**config.mk**
```make
export PLATFORM = sky130hd
export DESIGN_NAME = priority_ready_queue_scheduler_flat
export DESIGN_NICKNAME = d
export VERILOG_FILES = /design/src/hw/rtl/prq_pkg.sv /design/src/hw/rtl/prq_if.sv /design/src/hw/rtl/priority_ready_queue_scheduler.sv /design/src/hw/rtl/prq_ram.sv /design/src/hw/rtl/prq_ctrl.sv /design/src/flat_wrapper.sv
export SDC_FILE = /design/constraint.sdc
export NUM_CORES = 1
export LEC_CHECK = 0
export BUFFER_PORTS_ARGS = -buffer_cell sky130_fd_sc_hd__buf_2
export CORE_UTILIZATION = 56
export DETAILED_ROUTE_END_ITERATION = 8
export PLACE_DENSITY = 0.76
export SLEW_MARGIN = 0
export SYNTH_ARGS = -nofsm -noshare
export SYNTH_HDL_FRONTEND = slang
export SYNTH_SLANG_ARGS = --single-unit
```
**constraint.sdc**
```tcl
create_clock -name clock -period 4.1 [get_ports clock]
set_input_delay 0.82 -clock clock [delete_from_list [all_inputs] [get_ports clock]]
set_output_delay 0.82 -clock clock [all_outputs]
set_load 0.01 [all_outputs]
```
**src/hw/rtl/prq_pkg.sv**
```systemverilog
// Shared codes and field widths of the priority ready queue scheduler
`default_nettype none

package prq_pkg;

   localparam int OP_W     = 3;
   localparam int ID_W     = 8;
   localparam int PRIO_W   = 8;
   localparam int STATUS_W = 2;

   typedef enum logic [OP_W-1:0] {
      OP_INSERT   = 3'd0,
      OP_REMOVE   = 3'd1,
      OP_SCHEDULE = 3'd2,
      OP_LOCK     = 3'd3,
      OP_UNLOCK   = 3'd4
   } prq_op_type;

   typedef enum logic [STATUS_W-1:0] {
      ST_OK        = 2'd0,
      ST_NOT_FOUND = 2'd1,
      ST_FULL      = 2'd2
   } prq_status_type;

endpackage

`default_nettype wire

```
**src/hw/rtl/prq_if.sv**
```systemverilog
// Request and response channel interfaces of the priority ready queue scheduler
`default_nettype none

interface prq_req_if
   import prq_pkg::*;
   (input wire logic clock);
   logic              valid;
   logic              ready;
   logic [OP_W-1:0]   operation;
   logic [ID_W-1:0]   task_id;
   logic [PRIO_W-1:0] priority_req;

   modport source (input clock, output valid, output operation, output task_id,
                   output priority_req, input ready);
   modport sink   (input clock, input valid, input operation, input task_id,
                   input priority_req, output ready);
endinterface

interface prq_rsp_if
   import prq_pkg::*;
   (input wire logic clock);
   logic                valid;
   logic                ready;
   logic [STATUS_W-1:0] status;
   logic [ID_W-1:0]     next_task;
   logic                switch_needed;
   logic                save_previous;
   logic [ID_W-1:0]     previous_task;
   logic                locked;

   modport source (input clock, output valid, output status, output next_task,
                   output switch_needed, output save_previous, output previous_task,
                   output locked, input ready);
   modport sink   (input clock, input valid, input status, input next_task,
                   input switch_needed, input save_previous, input previous_task,
                   input locked, output ready);
endinterface

`default_nettype wire

```
**src/hw/rtl/priority_ready_queue_scheduler.sv**
```systemverilog
// Priority ready queue scheduler top level
//
// Keeps up to QUEUE_DEPTH task ids sorted by priority (lower value first, equal
// priorities in arrival order) in a single entry memory with a registered read.
// One request is worked at a time; every request gives one response beat.
// Each touch of an entry is a read-then-write step of the sequencer: insert
// walks from the tail toward its position, remove walks the whole queue and
// schedule reads only the head. A new request is taken in the cycle after the
// response is registered, even while that response still waits for ready.
// Schedule does not dequeue the head; remove takes the first matching id.
// Queue entries need no clearing after reset: only entries below the fill count
// are ever read.
`default_nettype none

module priority_ready_queue_scheduler
   import prq_pkg::*;
#(
   parameter int QUEUE_DEPTH   = 16,
   parameter int TASK_ID_BITS  = 8,
   parameter int PRIORITY_BITS = 8
) (
   input  wire logic clock,
   input  wire logic reset,
   prq_req_if.sink   req_chan,
   prq_rsp_if.source rsp_chan
);

   localparam int AW = $clog2(QUEUE_DEPTH);
   localparam int EW = TASK_ID_BITS + PRIORITY_BITS;

   logic          ram_wr_en;
   logic [AW-1:0] ram_wr_addr;
   logic [EW-1:0] ram_wr_data;
   logic          ram_rd_en;
   logic [AW-1:0] ram_rd_addr;
   logic [EW-1:0] ram_rd_data;

   prq_ctrl #(
      .QUEUE_DEPTH   (QUEUE_DEPTH),
      .TASK_ID_BITS  (TASK_ID_BITS),
      .PRIORITY_BITS (PRIORITY_BITS)
   ) u_ctrl (
      .clock       (clock),
      .reset       (reset),
      .req_chan    (req_chan),
      .rsp_chan    (rsp_chan),
      .ram_wr_en   (ram_wr_en),
      .ram_wr_addr (ram_wr_addr),
      .ram_wr_data (ram_wr_data),
      .ram_rd_en   (ram_rd_en),
      .ram_rd_addr (ram_rd_addr),
      .ram_rd_data (ram_rd_data)
   );

   prq_ram #(
      .DEPTH (QUEUE_DEPTH),
      .WIDTH (EW)
   ) u_ram (
      .clock   (clock),
      .wr_en   (ram_wr_en),
      .wr_addr (ram_wr_addr),
      .wr_data (ram_wr_data),
      .rd_en   (ram_rd_en),
      .rd_addr (ram_rd_addr),
      .rd_data (ram_rd_data)
   );

endmodule

`default_nettype wire

```
**src/hw/rtl/prq_ram.sv**
```systemverilog
// Queue entry memory: one write port, one read port, registered read data
`default_nettype none

module prq_ram #(
   parameter int DEPTH = 16,
   parameter int WIDTH = 16
) (
   input  wire logic                     clock,
   input  wire logic                     wr_en,
   input  wire logic [$clog2(DEPTH)-1:0] wr_addr,
   input  wire logic [WIDTH-1:0]         wr_data,
   input  wire logic                     rd_en,
   input  wire logic [$clog2(DEPTH)-1:0] rd_addr,
   output logic      [WIDTH-1:0]         rd_data
);

   logic [WIDTH-1:0] mem_ff [DEPTH];
   logic [WIDTH-1:0] rd_data_ff;

   assign rd_data = rd_data_ff;

   always_ff @(posedge clock) begin
      if (wr_en) begin
         mem_ff[wr_addr] <= wr_data;
      end
   end

   always_ff @(posedge clock) begin
      if (rd_en) begin
         rd_data_ff <= mem_ff[rd_addr];
      end
   end

endmodule

`default_nettype wire

```
**src/hw/rtl/prq_ctrl.sv**
```systemverilog
// Operation sequencer: walks the sorted entry memory one entry per step
`default_nettype none

module prq_ctrl
   import prq_pkg::*;
#(
   parameter int QUEUE_DEPTH   = 16,
   parameter int TASK_ID_BITS  = 8,
   parameter int PRIORITY_BITS = 8,
   localparam int AW = $clog2(QUEUE_DEPTH),
   localparam int CW = $clog2(QUEUE_DEPTH + 1),
   localparam int EW = TASK_ID_BITS + PRIORITY_BITS
) (
   input  wire logic          clock,
   input  wire logic          reset,
   prq_req_if.sink            req_chan,
   prq_rsp_if.source          rsp_chan,
   output logic               ram_wr_en,
   output logic [AW-1:0]      ram_wr_addr,
   output logic [EW-1:0]      ram_wr_data,
   output logic               ram_rd_en,
   output logic [AW-1:0]      ram_rd_addr,
   input  wire logic [EW-1:0] ram_rd_data
);

   typedef struct packed {
      logic [TASK_ID_BITS-1:0]  task_id;
      logic [PRIORITY_BITS-1:0] prio;
   } entry_type;

   typedef enum logic [1:0] {
      S_IDLE,
      S_STEP,
      S_EVAL,
      S_DONE
   } state_type;

   state_type                state_ff, state_in;
   prq_op_type               op_ff, op_in;
   logic [TASK_ID_BITS-1:0]  id_ff, id_in;
   logic [PRIORITY_BITS-1:0] prio_ff, prio_in;
   logic [CW-1:0]            idx_ff, idx_in;
   logic                     found_ff, found_in;
   logic [CW-1:0]            count_ff, count_in;
   logic [TASK_ID_BITS-1:0]  current_ff, current_in;
   logic [TASK_ID_BITS-1:0]  nxt_ff, nxt_in;
   logic                     lock_ff, lock_in;
   prq_status_type           st_ff, st_in;

   logic                     rsp_valid_ff, rsp_valid_in;
   prq_status_type           rsp_status_ff, rsp_status_in;
   logic [ID_W-1:0]          rsp_next_ff, rsp_next_in;
   logic                     rsp_switch_ff, rsp_switch_in;
   logic                     rsp_save_ff, rsp_save_in;
   logic [ID_W-1:0]          rsp_prev_ff, rsp_prev_in;
   logic                     rsp_locked_ff, rsp_locked_in;

   entry_type                rd_entry;
   entry_type                new_entry;
   logic [CW-1:0]            idx_dec;
   logic                     accept;
   logic                     switch_now;

   assign rd_entry  = entry_type'(ram_rd_data);
   assign new_entry = '{task_id: id_ff, prio: prio_ff};
   assign idx_dec   = idx_ff - CW'(1);
   assign accept    = req_chan.valid && req_chan.ready;
   assign switch_now = (nxt_ff != current_ff);

   assign req_chan.ready         = (state_ff == S_IDLE);
   assign rsp_chan.valid         = rsp_valid_ff;
   assign rsp_chan.status        = rsp_status_ff;
   assign rsp_chan.next_task     = rsp_next_ff;
   assign rsp_chan.switch_needed = rsp_switch_ff;
   assign rsp_chan.save_previous = rsp_save_ff;
   assign rsp_chan.previous_task = rsp_prev_ff;
   assign rsp_chan.locked        = rsp_locked_ff;

   always_comb begin
      state_in      = state_ff;
      op_in         = op_ff;
      id_in         = id_ff;
      prio_in       = prio_ff;
      idx_in        = idx_ff;
      found_in      = found_ff;
      count_in      = count_ff;
      current_in    = current_ff;
      nxt_in        = nxt_ff;
      lock_in       = lock_ff;
      st_in         = st_ff;
      rsp_valid_in  = rsp_valid_ff && !rsp_chan.ready;
      rsp_status_in = rsp_status_ff;
      rsp_next_in   = rsp_next_ff;
      rsp_switch_in = rsp_switch_ff;
      rsp_save_in   = rsp_save_ff;
      rsp_prev_in   = rsp_prev_ff;
      rsp_locked_in = rsp_locked_ff;
      ram_wr_en     = 1'b0;
      ram_wr_addr   = idx_ff[AW-1:0];
      ram_wr_data   = new_entry;
      ram_rd_en     = 1'b0;
      ram_rd_addr   = idx_ff[AW-1:0];

      case (state_ff)
         S_IDLE: begin
            if (accept) begin
               op_in    = prq_op_type'(req_chan.operation);
               id_in    = TASK_ID_BITS'(req_chan.task_id);
               prio_in  = PRIORITY_BITS'(req_chan.priority_req);
               st_in    = ST_OK;
               found_in = 1'b0;
               idx_in   = (prq_op_type'(req_chan.operation) == OP_INSERT) ? count_ff : '0;
               state_in = S_STEP;
            end
         end
         S_STEP: begin
            case (op_ff)
               OP_INSERT: begin
                  if (count_ff == CW'(QUEUE_DEPTH)) begin
                     st_in    = ST_FULL;
                     state_in = S_DONE;
                  end else if (idx_ff == '0) begin
                     ram_wr_en   = 1'b1;
                     ram_wr_addr = '0;
                     count_in    = count_ff + CW'(1);
                     state_in    = S_DONE;
                  end else begin
                     ram_rd_en   = 1'b1;
                     ram_rd_addr = idx_dec[AW-1:0];
                     state_in    = S_EVAL;
                  end
               end
               OP_REMOVE: begin
                  if (idx_ff == count_ff) begin
                     if (found_ff) begin
                        count_in = count_ff - CW'(1);
                     end else begin
                        st_in = ST_NOT_FOUND;
                     end
                     state_in = S_DONE;
                  end else begin
                     ram_rd_en = 1'b1;
                     state_in  = S_EVAL;
                  end
               end
               OP_SCHEDULE: begin
                  if (lock_ff) begin
                     nxt_in   = current_ff;
                     state_in = S_DONE;
                  end else if (count_ff == '0) begin
                     nxt_in   = '0;
                     state_in = S_DONE;
                  end else begin
                     ram_rd_en   = 1'b1;
                     ram_rd_addr = '0;
                     state_in    = S_EVAL;
                  end
               end
               default: begin
                  state_in = S_DONE;
               end
            endcase
         end
         S_EVAL: begin
            case (op_ff)
               OP_INSERT: begin
                  ram_wr_en = 1'b1;
                  if (rd_entry.prio > prio_ff) begin
                     ram_wr_data = rd_entry;
                     idx_in      = idx_dec;
                     state_in    = S_STEP;
                  end else begin
                     count_in = count_ff + CW'(1);
                     state_in = S_DONE;
                  end
               end
               OP_REMOVE: begin
                  // close the gap: move each entry past the match down by one
                  if (found_ff) begin
                     ram_wr_en   = 1'b1;
                     ram_wr_addr = idx_dec[AW-1:0];
                     ram_wr_data = rd_entry;
                  end else if (rd_entry.task_id == id_ff) begin
                     found_in = 1'b1;
                  end
                  idx_in   = idx_ff + CW'(1);
                  state_in = S_STEP;
               end
               OP_SCHEDULE: begin
                  nxt_in   = rd_entry.task_id;
                  state_in = S_DONE;
               end
               default: begin
                  state_in = S_DONE;
               end
            endcase
         end
         S_DONE: begin
            if (!rsp_valid_ff || rsp_chan.ready) begin
               rsp_valid_in  = 1'b1;
               rsp_status_in = st_ff;
               rsp_prev_in   = ID_W'(current_ff);
               rsp_switch_in = 1'b0;
               rsp_save_in   = 1'b0;
               rsp_next_in   = ID_W'(current_ff);
               rsp_locked_in = lock_ff;
               case (op_ff)
                  OP_SCHEDULE: begin
                     current_in    = nxt_ff;
                     rsp_next_in   = ID_W'(nxt_ff);
                     rsp_switch_in = switch_now;
                     rsp_save_in   = switch_now && (current_ff != '0);
                  end
                  OP_LOCK: begin
                     lock_in       = 1'b1;
                     rsp_locked_in = 1'b1;
                  end
                  OP_UNLOCK: begin
                     lock_in       = 1'b0;
                     rsp_locked_in = 1'b0;
                  end
                  default: begin
                  end
               endcase
               state_in = S_IDLE;
            end
         end
         default: begin
            state_in = S_IDLE;
         end
      endcase
   end

   always_ff @(posedge clock) begin
      if (reset) begin
         state_ff      <= S_IDLE;
         count_ff      <= '0;
         current_ff    <= '0;
         lock_ff       <= 1'b0;
         rsp_valid_ff  <= 1'b0;
      end else begin
         state_ff      <= state_in;
         count_ff      <= count_in;
         current_ff    <= current_in;
         lock_ff       <= lock_in;
         rsp_valid_ff  <= rsp_valid_in;
      end
      op_ff         <= op_in;
      id_ff         <= id_in;
      prio_ff       <= prio_in;
      idx_ff        <= idx_in;
      found_ff      <= found_in;
      nxt_ff        <= nxt_in;
      st_ff         <= st_in;
      rsp_status_ff <= rsp_status_in;
      rsp_next_ff   <= rsp_next_in;
      rsp_switch_ff <= rsp_switch_in;
      rsp_save_ff   <= rsp_save_in;
      rsp_prev_ff   <= rsp_prev_in;
      rsp_locked_ff <= rsp_locked_in;
   end

endmodule

`default_nettype wire

```
**src/flat_wrapper.sv**
```systemverilog
// flat-port wrapper written by rule: the top's interface ports become plain ports
module priority_ready_queue_scheduler_flat import prq_pkg::*;
#(
   parameter int QUEUE_DEPTH   = 16,
   parameter int TASK_ID_BITS  = 8,
   parameter int PRIORITY_BITS = 8
)
  (clock, reset, req_chan_valid, req_chan_operation, req_chan_task_id, req_chan_priority_req, req_chan_ready, rsp_chan_valid, rsp_chan_status, rsp_chan_next_task, rsp_chan_switch_needed, rsp_chan_save_previous, rsp_chan_previous_task, rsp_chan_locked, rsp_chan_ready);
  prq_req_if req_chan_i (.clock(clock));
  prq_rsp_if rsp_chan_i (.clock(clock));
  input  wire logic clock;
  input  wire logic reset;
  input wire logic [$bits(req_chan_i.valid)-1:0] req_chan_valid;
  input wire logic [$bits(req_chan_i.operation)-1:0] req_chan_operation;
  input wire logic [$bits(req_chan_i.task_id)-1:0] req_chan_task_id;
  input wire logic [$bits(req_chan_i.priority_req)-1:0] req_chan_priority_req;
  output wire logic [$bits(req_chan_i.ready)-1:0] req_chan_ready;
  output wire logic [$bits(rsp_chan_i.valid)-1:0] rsp_chan_valid;
  output wire logic [$bits(rsp_chan_i.status)-1:0] rsp_chan_status;
  output wire logic [$bits(rsp_chan_i.next_task)-1:0] rsp_chan_next_task;
  output wire logic [$bits(rsp_chan_i.switch_needed)-1:0] rsp_chan_switch_needed;
  output wire logic [$bits(rsp_chan_i.save_previous)-1:0] rsp_chan_save_previous;
  output wire logic [$bits(rsp_chan_i.previous_task)-1:0] rsp_chan_previous_task;
  output wire logic [$bits(rsp_chan_i.locked)-1:0] rsp_chan_locked;
  input wire logic [$bits(rsp_chan_i.ready)-1:0] rsp_chan_ready;
  assign req_chan_i.valid = req_chan_valid;
  assign req_chan_i.operation = req_chan_operation;
  assign req_chan_i.task_id = req_chan_task_id;
  assign req_chan_i.priority_req = req_chan_priority_req;
  assign req_chan_ready = req_chan_i.ready;
  assign rsp_chan_valid = rsp_chan_i.valid;
  assign rsp_chan_status = rsp_chan_i.status;
  assign rsp_chan_next_task = rsp_chan_i.next_task;
  assign rsp_chan_switch_needed = rsp_chan_i.switch_needed;
  assign rsp_chan_save_previous = rsp_chan_i.save_previous;
  assign rsp_chan_previous_task = rsp_chan_i.previous_task;
  assign rsp_chan_locked = rsp_chan_i.locked;
  assign rsp_chan_i.ready = rsp_chan_ready;
  priority_ready_queue_scheduler #(.QUEUE_DEPTH(QUEUE_DEPTH), .TASK_ID_BITS(TASK_ID_BITS), .PRIORITY_BITS(PRIORITY_BITS)) u_core (.clock(clock), .reset(reset), .req_chan(req_chan_i), .rsp_chan(rsp_chan_i));
endmodule
```
==> results of run 1 <==
## logic make-up after synthesis
family | Yosys count | share of synthesized area
simple gates | 162 | 0.0563
xor+xnor | 27 | 0.0164
fa+ha+maj | 19 | 0.0165
mux | 99 | 0.126
flops | 345 | 0.706
buf+inv | 65 | 0.0201
compound gates | 125 | 0.0580
## per-layer routing
layer	up-vias	routed length (microns)	GRT usage
li1	3523	-	-
met1	3897	12500	0.324
met2	370	14500	0.382
met3	65	2160	0.0390
met4	0	837	0.0810
met5	-	0	0
## power by group through the flow
stage / registers [W] / logic, W / clock network (W)
floorplan: 0.00419 / 0.00140 / 0
global placement: 0.00424 / 0.00184 / 0
detailed placement: 0.00424 / 0.00188 / 0
CTS: 0.00416 / 0.00189 / 0.00299
global route: 0.00418 / 0.00205 / 0.00311
finish: 0.00417 / 0.00188 / 0.00296
## critical path, cell delays in order (launching register included)
cell	delay (ns)
edfxtp_1	0.53
inv_1	0.16
ha_1	0.15
nor4b_2	0.31
inv_1	0.17
ha_1	0.31
nand3_1	0.07
a21oi_1	0.12
a21oi_4	0.52
buf_12	0.24
mux4_2	0.52
a22oi_1	0.25
nand2_1	0.08
## path summary, 6_finish.rpt
| check | start | end | slack [ns] | cells after the start |
|---|---|---|---|---|
| worst min-delay path | u_core.u_ctrl.st_ff[1]$_SDFFCE_PN0P_ | u_core.u_ctrl.rsp_chan.status[1]$_DFFE_PP_ | 0.42 | 0 |
| worst max register to register | u_core.u_ctrl.idx_ff[1]$_DFFE_PP_ | u_core.u_ram.rd_data[15]$_DFFE_PP_ | 0.40 | 12 |
| worst min register to register | u_core.u_ctrl.st_ff[1]$_SDFFCE_PN0P_ | u_core.u_ctrl.rsp_chan.status[1]$_DFFE_PP_ | 0.42 | 0 |
| worst max-delay path | u_core.u_ctrl.idx_ff[1]$_DFFE_PP_ | u_core.u_ram.rd_data[15]$_DFFE_PP_ | 0.40 | 12 |
## sequential cells by signal (all words and copies together) (netlist names), 2 cells and up
register and count:
u_core.u_ctrl.nxt_ff 8, u_core.u_ctrl.state_ff 2, u_core.u_ctrl.count_ff 5, u_core.u_ctrl.rsp_chan.next_task 8, u_core.u_ctrl.id_ff 8, u_core.u_ctrl.rsp_chan.status 2, u_core.u_ctrl.idx_ff 5, u_core.u_ram.mem_ff 256
u_core.u_ctrl.st_ff 2, u_core.u_ram.rd_data 16, u_core.u_ctrl.op_ff 3, u_core.u_ctrl.current_ff 8, u_core.u_ctrl.rsp_chan.previous_task 8, u_core.u_ctrl.prio_ff 8
## per-stage QoR
stage	instances	hold WS (ns)	total power, W	area, sq um
finish	1277	0.424	0.00900	16400
global route	1277	0.438	0.00934	16400
CTS	1277	0.417	0.00905	16400
detailed placement	1215	0.407	0.00612	15300
global placement	1215	0.403	0.00607	15300
floorplan	842	0.400	0.00559	14400
## placed cells by master, fill, tap and decap left out, drive strengths merged, types with 11 or more instances in the layout
| cell | netlist | final |
|---|---|---|
| nand2 | 55 | 55 |
| clkbuf | 15 | 41 |
| nor2 | 40 | 40 |
| ha | 19 | 19 |
| mux4 | 64 | 64 |
| edfxtp | 328 | 328 |
| o21ai | 33 | 33 |
| clkinv | 1 | 17 |
| dfxtp | 17 | 17 |
| xor2 | 21 | 21 |
| inv | 22 | 23 |
| mux2 | 24 | 24 |
| mux2i | 11 | 11 |
| a21oi | 23 | 23 |
| buf | 27 | 85 |
| a22oi | 33 | 33 |
## cell type report
| cell class | count | area share |
|---|---|---|
| Tap cell | 330 | 0.0252 |
| Clock inverter | 21 | 0.00908 |
| Timing Repair Buffer | 85 | 0.0374 |
| Multi-Input combinational cell | 432 | 0.245 |
| Sequential cell | 345 | 0.622 |
| Clock buffer | 41 | 0.0561 |
| Inverter | 23 | 0.00527 |
==> run_results.csv, run 1 <==
group,metric,value,unit
finish,layout.nets,964,
timing,setup_slack,0.402,ns
critical_path,crit_type,"flip-flop to flip-flop",
pwr,p_leak,5.44,nW
synth,synth_top_area_frac,0.683,
timing,slew_violations,0,
pwr,p_int,0.00659,W
clock_tree,htreeDepth,2,
clock_tree,root_buffer,"clkbuf_16",
hold_path,hold_class,"flip-flop to flip-flop",
synth,synth-main-ff-cell,"edfxtp_1",
synth,yosys_warnings,0,
pwr,p_switching,0.00241,W
drt,drt_iter0_markers,746,
finish,drive_above_1_share,0.265,
finish,seq_area,0.0102,sq mm
timing,max_slew_margin,0.301,
floorplan,die_w,162,microns
grt,grt_pass1_wl,45300,microns
drt,wirelength,29900,microns
floorplan,die_h,162,microns
finish,utilization,0.649,
clock_tree,cts_made_buffers,35,
timing,max_freq,0.270,GHz
critical_path,crit_fanout,12,
placed_design,gp_congestion,0.893,
pwr,seqPwrFrac,0.463,
synth,ys_async_sr_fraction,0,
critical_path,crit_path_end_kind,"flip-flop",
floorplan,core,0.0253,sq mm
grt,grt_overflow,0,
pwr,p_sw_frac,0.268,
finish,antenna_cells,0,
grt,grtUsageTotal,0.235,
drt,drt-vias-per-instance,6.15,
synth,synthDistinctLibCells,63,
timing,tns,0,ns
clock_tree,tritoncts,"done",
clock_tree,clkTransAtPathRegs,0.06,ns
clock_tree,cts_sinks,345,
placed_design,pre_cts_ws,0.385,ns
synth,synth.area.top_cells,"edfxtp_1 68%, mux4_2 10%, dfxtp_1 2.4%",
floorplan,row_count,58,
flow_run,maxCapViolations,0,
synth,mappedNetlistNets,884,
timing,fin_crit_sh,0.902,
synth,yosys-top-cells-count,"328 x edfxtp_1, 64 x mux4_2, 55 x nand2_1",
synth,ys_seq_area_frac,0.706,
synth,yosys.area.top_type,"edfxtp_1",
pwr,pwr-share-clk,0.328,
grt,grt_antenna_before_repair,0,
clock_tree,clock_latency,0.52,ns
clock_tree,cts_setup_buffers,0,
clock_tree,cts_hold_buf,0,
synth,netlist_area,0.0144,sq mm
pwr,power_density,549,mW/mm^2
clock_tree,cts_resized,0,
timing,fin_crit,3.70,ns
drt,drcViolationCount,0,
floorplan,ioPinCount,46,
pwr,vdd_drop_max,0.359,mV
synth,yosysMostFrequentCell,"edfxtp_1",
floorplan,dieArea,0.0264,sq mm
pwr,p_comb_frac,0.209,
timing,worst_slew_pin_slew,1.05,ns
synth,ys_seq_elements,345,
finish,multi_input_area,0.00402,sq mm
critical_path,worstPathRequired,4.36,ns
timing,setup_viol_count_final,0,
synth,syn_area_per_cell,17.1,sq um
timing,fin_skew,0.0213,ns
placed_design,hpwl,18000,microns
grt,grt_max_degree,65,
outcome,status,"completed",
drt,antenna_left,0,
floorplan,start_util,0.571,
synth,synth_edf_count,328,
drt,wl_per_cell,23.4,microns
finish,fill_cells,1679,
critical_path,crit_arrival,3.95,ns
timing,rsz0062_at_grt,"false",
finish,syn_to_final_growth,13.6,%
timing,hold_viol_final,0,
grt,grt_pass1_vias,7864,
drt,first_pass_iters,7,
drt,vias,7855,
critical_path,start_kind,"flip-flop",
synth,syn_inst,842,
clock_tree,cts_buffer_depth,3,
placed_design,portBuffers,45,
No activity file was read; power rests on OpenSTA's default activity.
==> inputs of run 2 (changes only) <==
CORE_UTILIZATION = 57   (was 56)
CTS_BUF_LIST = sky130_fd_sc_hd__clkbuf_4 sky130_fd_sc_hd__clkbuf_8   (was not set)
PLACE_DENSITY = 0.77   (was 0.76)
==> run_results.csv, run 2 (synthesized netlist as in run 1, its figures left out) <==
group,metric,value,unit
finish,largest_reg_flops,256,
floorplan,row_count,57,
clock_tree,cts_made_buffers,52,
clock_tree,htreeDepth,2,
flow_run,maxCapViolations,0,
floorplan,ioPinCount,46,
grt,grt_overflow,0,
finish,drive_above_1_share,0.299,
placed_design,pre_cts_ws,0.458,ns
hold_path,holdPathStages,1,
clock_tree,cts_resized,0,
critical_path,r2r-end,"u_core.u_ram.rd_data[3]$_DFFE_PP_",
timing,setup_viol_count_final,0,
floorplan,core,0.0246,sq mm
timing,fin_skew,0.0195,ns
drt,first_pass_iters,5,
clock_tree,cts_hold_buf,0,
drt,wirelength,30800,microns
outcome,status,"completed",
timing,fin_crit,3.67,ns
critical_path,crit_slowest_cell,"edfxtp_1",
drt,drcViolationCount,0,
drt,antenna_left,0,
timing,fin_crit_sh,0.895,
pwr,power,0.00899,W
pwr,power_density,548,mW/mm^2
timing,worst_hold_slack,0.407,ns
critical_path,r2r_cells,12,
timing,slew_violations,0,
critical_path,start_kind,"flip-flop",
clock_tree,cts_buffer_depth,3,
floorplan,die_h,161,microns
critical_path,crit_type,"flip-flop to flip-flop",
timing,rsz0062_at_grt,"false",
floorplan,die_w,161,microns
finish,regMostFlops,"u_core.u_ram.mem_ff",
timing,tns,0,ns
timing,max_freq,0.273,GHz
clock_tree,clock_latency,0.59,ns
pwr,vdd_drop_max,0.281,mV
critical_path,worstPathRequired,4.43,ns
finish,layout.nets,985,
drt,drt_iter0_markers,913,
critical_path,path_cells,"inv_1 > ha_1 > nor4b_2 > inv_1 > ha_1 > nand3_1 > a21oi_1 > a21oi_4 > buf_4 > mux4_2 > a22oi_1 > nand2_1",
finish,final_common_cell,"edfxtp_1",
placed_design,gp_congestion,0.893,
finish,syn_to_final_growth,13.8,%
hold_path,hold_path_end,"u_core.u_ctrl.prio_ff[1]$_DFFE_PP_",
critical_path,crit_arrival,4.00,ns
finish,fill_cells,1621,
grt,grt_max_degree,29,
clock_tree,cts_sinks,345,
clock_tree,clkTransAtPathRegs,0.06,ns
drt,wl_per_cell,23.6,microns
timing,hold_viol_final,0,
floorplan,start_util,0.586,
grt,grt_pass1_wl,47000,microns
critical_path,crit_path_end_kind,"flip-flop",
grt,grt_antenna_before_repair,0,
critical_path,cp_top_family,"compound AO/OA/AOI/OAI gates",
critical_path,crit_fanout,12,
hold_path,holdCritStartpoint,"req_chan_priority_req[1]",
hold_path,hold_class,"input pin to flip-flop",
drt,drt-vias-per-instance,6.19,
placed_design,portBuffers,45,
placed_design,hpwl,18500,microns
clock_tree,root_buffer,"clkbuf_8",
clock_tree,cts_setup_buffers,0,
drt,vias,8069,
critical_path,path_buf_inv,3,
timing,max_slew_margin,0.357,
critical_path,r2r_slack,0.43,ns
grt,grtUsageTotal,0.245,
timing,worst_slew_pin_slew,0.955,ns
finish,final_cell_mix,"328 x edfxtp_1, 64 x mux4_2, 56 x clkbuf_8",
clock_tree,tritoncts,"done",
finish,antenna_cells,0,
floorplan,dieArea,0.0259,sq mm
critical_path,r2r-start,"u_core.u_ctrl.idx_ff[1]$_DFFE_PP_",
pwr,p_leak,5.52,nW
timing,setup_slack,0.431,ns
critical_path,cpPeakStageDelay,0.53,ns
grt,grt_pass1_vias,7942,
[run 2: cell type report]
class                           count  area (sq um)  area share
Clock buffer                       77           928      0.0566
Clock inverter                     14           146     0.00892
Timing Repair Buffer               89           631      0.0384
Sequential cell                   345         10200       0.621
Tap cell                          324           405      0.0247
Inverter                           23          86.3     0.00526
Multi-Input combinational cell    432          4030       0.245
[run 2: worst register-to-register path, cell delays in order, from the launching register on]
cell      delay, ns
edfxtp_1       0.53
inv_1          0.16
ha_1           0.16
nor4b_2        0.31
inv_1          0.17
ha_1           0.31
nand3_1        0.06
a21oi_1        0.11
a21oi_4        0.44
buf_4          0.36
mux4_2         0.54
a22oi_1        0.19
nand2_1        0.07
[run 2: routing by layer]
layer | part of all wire | vias to the layer above | track usage
met5 | 0 | - | 0
met4 | 0.033 | 0 | 0.0961
met3 | 0.082 | 83 | 0.0457
met2 | 0.47 | 420 | 0.383
met1 | 0.41 | 4001 | 0.345
li1 | - | 3565 | -
[run 2: power by group]
part           switching (W)  internal, W  total, W  leakage (nW)
Combinational        0.00106     0.000847   0.00191          1.83
Clock                0.00128      0.00164   0.00291         0.577
Sequential         0.0000989      0.00407   0.00417          3.11
Total                0.00244      0.00655   0.00899          5.52
[run 2: stage by stage]
step / area (sq um) / util / cells
floorplan: 14400 / - / 842
global placement: 15300 / 0.623 / 1213
detailed placement: 15300 / 0.623 / 1213
CTS: 16400 / 0.667 / 1304
global route: 16400 / 0.667 / 1304
finish: 16400 / 0.667 / 1304
[run 2: worst max path at each step]
| stage | start | cells after the start | to | slack [ns] |
|---|---|---|---|---|
| floorplan | u_core.u_ctrl.op_ff[2]$_DFFE_PP_ | 5 | u_core.u_ram.rd_data[0]$_DFFE_PP_ | 0.50 |
| global placement | u_core.u_ctrl.idx_ff[1]$_DFFE_PP_ | 12 | u_core.u_ram.rd_data[1]$_DFFE_PP_ | 0.56 |
| detailed placement | u_core.u_ctrl.idx_ff[1]$_DFFE_PP_ | 12 | u_core.u_ram.rd_data[1]$_DFFE_PP_ | 0.46 |
| CTS | u_core.u_ctrl.idx_ff[1]$_DFFE_PP_ | 12 | u_core.u_ram.rd_data[1]$_DFFE_PP_ | 0.43 |
| global route | u_core.u_ctrl.idx_ff[1]$_DFFE_PP_ | 12 | u_core.u_ram.rd_data[3]$_DFFE_PP_ | 0.15 |
| finish | u_core.u_ctrl.idx_ff[1]$_DFFE_PP_ | 12 | u_core.u_ram.rd_data[3]$_DFFE_PP_ | 0.43 |
